### src/rtl/ilac_ram.sv
`default_nettype none
// ----------------------------------------------------------------------------
// ilac_ram: table storage
// One write port, one read port with registered read data.
// ----------------------------------------------------------------------------
module ilac_ram #(
  parameter int unsigned DEPTH = 64,
  parameter int unsigned WIDTH = 32,
  localparam int unsigned AW = (DEPTH > 1) ? $clog2(DEPTH) : 1
) (
  input  wire logic             clk,
  input  wire logic             wr_en,
  input  wire logic [AW-1:0]    wr_addr,
  input  wire logic [WIDTH-1:0] wr_data,
  input  wire logic             rd_en,
  input  wire logic [AW-1:0]    rd_addr,
  output logic      [WIDTH-1:0] rd_data
);

  logic [WIDTH-1:0] mem [DEPTH];
  logic [WIDTH-1:0] rd_data_r;

  // write port
  always_ff @(posedge clk) begin
    if (wr_en) begin
      mem[wr_addr] <= wr_data;
    end
  end

  // read port, data registered and valid in the cycle after the address
  always_ff @(posedge clk) begin
    if (rd_en) begin
      rd_data_r <= mem[rd_addr];
    end
  end

  assign rd_data = rd_data_r;

endmodule : ilac_ram
`default_nettype wire
### config.mk
export PLATFORM = sky130hd
export DESIGN_NAME = ilac_ram
export DESIGN_NICKNAME = d
export VERILOG_FILES = /design/src/rtl/ilac_ram.sv
export SDC_FILE = /design/constraint.sdc
export NUM_CORES = 2
export LEC_CHECK = 0
export BUFFER_PORTS_ARGS = -buffer_cell sky130_fd_sc_hd__buf_2
export CORE_MARGIN = 8
export CORE_UTILIZATION = 55
export CTS_CLUSTER_SIZE = 20
export DETAILED_ROUTE_END_ITERATION = 12
export HOLD_SLACK_MARGIN = 0.06
export PLACE_DENSITY = 0.76
export SKIP_CTS_REPAIR_TIMING = 1
export SYNTH_ARGS = -nofsm -noshare
export SYNTH_HDL_FRONTEND = slang
export SYNTH_SLANG_ARGS = --single-unit
export TNS_END_PERCENT = 50
### constraint.sdc
create_clock -name clk -period 3.4 [get_ports clk]
set_input_delay 0.34 -clock clk [delete_from_list [all_inputs] [get_ports clk]]
set_output_delay 0.34 -clock clk [all_outputs]
set_load 0.005 [all_outputs]
==> results.json <==
{
  "drc": 0,
  "maxCapViolCount": 0,
  "placementRows": 139,
  "syn_to_final_growth_pct": 13.8,
  "cp-end-kind": "flop",
  "grt_pass1_wl_mm": 289,
  "worstSetupPathType": "primary input to flop",
  "fin_worst_hold_slack_ns": 0.0955,
  "power_density_nw_per_um2": 575,
  "synth-compound-area-share": 0.0167,
  "viasPerCell": 6.73,
  "period_share": 0.744,
  "synth_xor_area_frac": 0,
  "synth_top_family_by_area": "multiplexers",
  "skew_ns": 0.0216,
  "yosys_warnings": 0,
  "worst_pin_slew_ns": 1.44,
  "numPortBuffers": 78,
  "final_common_cell": "edfxtp_1",
  "numCtsBuffers": 192,
  "vdd_drop_max_mv": 0.588,
  "layout_common_cells": "edfxtp_1, mux4_2, buf_4, clkbuf_16, mux2i_1",
  "clockBufferDepth": 3,
  "drive_above_1_share": 0.316,
  "synth-seq-cells": 2080,
  "detail_route.wl_per_cell_um": 36.0,
  "place.gp.congestion": 0.827,
  "routed-via-count": 38700,
  "synth_adder_area_share": 0,
  "dp_hpwl_mm": 116,
  "cp_max_fo": 29,
  "fmax_ghz": 0.395,
  "cts.sinks": 2080,
  "antenna_found_initial": 25,
  "die_h_um": 395,
  "grt.total_usage": 0.263,
  "ys_seq_area_frac": 0.792,
  "grt_max_degree": 65,
  "fin_nets": 3729,
  "syn_area_um2": 78800,
  "slew_violations": 0,
  "setup_viol": 0,
  "finalHoldViolCount": 0,
  "rsz0062_at_grt": "no",
  "first_pass_iters": 6,
  "total_leakage_power_nw": 28.1,
  "start_util": 0.551,
  "drt_iter0_drc": 5898,
  "synth-simple-area-share": 0.0126,
  "root_buffer": "clkbuf_16",
  "crit_arrival_ns": 3.08,
  "core_um2": 143000,
  "startpoint_type": "primary input",
  "die_area_um2": 156000,
  "status": "completed",
  "cts_max_level": 4,
  "grt_pass1_vias": 39000,
  "syn_area_per_cell_um2": 23.7,
  "cts_tree": "done",
  "period_minus_slack_ns": 2.53,
  "syn_nets": 3371,
  "required_ns": 3.95,
  "clk_pin_slew_ns": 0.06,
  "die_x_um": 395,
  "synth_mux_area_frac": 0.167,
  "top_level_ports": 79,
  "maxSlewHeadroom": 0.0416,
  "p_total_mw": 51.6,
  "synth.distinct_cells": 33,
  "drt-total-wl_mm": 207,
  "grt_overflow": 0,
  "ant_nets": 0,
  "min_path_type": "primary input to flop",
  "clock_latency_ns": 0.82,
  "synth_cells": 3324
}
-- state kept, by name (all words and copies together) (netlist names) --
| signal | count |
|---|---|
| rd_data | 32 |
| mem | 2048 |
-- power breakdown --
part / total [mW] / leakage [nW] / switching, mW / internal, mW
Sequential: 28.6 / 18.7 / 0.104 / 28.5
Clock: 20.2 / 2.86 / 9.13 / 11.1
Combinational: 2.83 / 6.50 / 1.76 / 1.07
-- area by class of cell --
type	count	area, um2
clock inverter	110	808
tap	1903	2380
fill	8973	53300
clock buffer	236	5030
multi-input combinational	1062	16000
sequential	2080	62500
antenna	15	37.5
timing repair buffer	346	3010
-- synthesized netlist by cell type --
cell / n / share of area
or3b_1: 2 / 0.00022
nor2_1: 137 / 0.0065
nor3_1: 7 / 0.00044
a311oi_1: 8 / 0.00089
edfxtp_1: 2080 / 0.79
nand2b_1: 8 / 0.00063
and2_1: 2 / 0.00016
and3_1: 4 / 0.00032
o32ai_1: 4 / 0.00044
buf_1: 21 / 0.0010
nand4_1: 2 / 0.00016
or2_0: 1 / 0.000079
nand3b_1: 5 / 0.00048
nand4b_1: 1 / 0.00011
o221ai_1: 27 / 0.0030
or2_2: 1 / 0.000079
o22ai_1: 84 / 0.0067
nand3_1: 5 / 0.00032
a41o_1: 4 / 0.00051
mux2i_1: 93 / 0.012
buf_6: 5 / 0.00071
nand2_1: 26 / 0.0012
a21oi_1: 62 / 0.0039
nor2b_1: 15 / 0.0012
clkbuf_1: 74 / 0.0035
or2_1: 1 / 0.000079
or3b_2: 3 / 0.00033
a22oi_1: 12 / 0.0011
or3_1: 3 / 0.00024
a31oi_1: 1 / 0.000079
mux4_2: 544 / 0.16
buf_2: 57 / 0.0036
buf_4: 25 / 0.0024
-- metal layers --
metal,vias up,track usage,part of all wire,wire length (um)
li1,15000,-,-,-
met1,20200,0.343,0.34,70400
met4,16,0.104,0.045,9260
met2,2966,0.409,0.47,97700
met3,470,0.0896,0.14,29800
met5,-,0.00769,0.00071,148
-- path summary, 6_finish.rpt --
| kind | startpoint | end | slack [ns] | cells past startpoint |
|---|---|---|---|---|
| setup / recovery | rd_addr[0] | rd_data[22] | 0.87 | 8 |
| hold / removal | wr_data[19] | mem[28][19] | 0.1 | 1 |
| setup reg to reg | mem[63][18] | rd_data[18] | 0.94 | 6 |
| hold reg to reg | mem[12][20] | rd_data[20] | 0.85 | 4 |
-- cells by family (layout without fill, tap and decap cells) --
logic type / Yosys count / after routing
AO/OA/AOI/OAI: 202 / 202
other: 0 / 15
flip-flops: 2080 / 2080
multiplexers: 637 / 637
buffers and inverters: 182 / 692
AND/OR/NAND/NOR: 223 / 223
-- critical path, stage by stage --
cell and delay, ns:
buf_8 0.30, buf_12 0.26, buf_12 0.22, buf_4 0.27, mux4_2 0.53, mux4_2 0.53, o22ai_1 0.48, nor2_1 0.10
-- through the flow --
stage | setup TNS [ns] | std cells | cell area [um2] | utilization | setup WS, ns
after floorplan | -2.98 | 3324 | 78800 | - | -0.0930
after global placement | 0 | 5391 | 83800 | 0.586 | 0.0834
after detailed placement | 0 | 5391 | 83800 | 0.586 | 0.0736
after CTS | 0 | 5737 | 89700 | 0.627 | 0.948
after global routing | 0 | 5740 | 89700 | 0.627 | 0.803
final | 0 | 5752 | 89700 | 0.627 | 0.871
(Power assumes the default switching activity.)
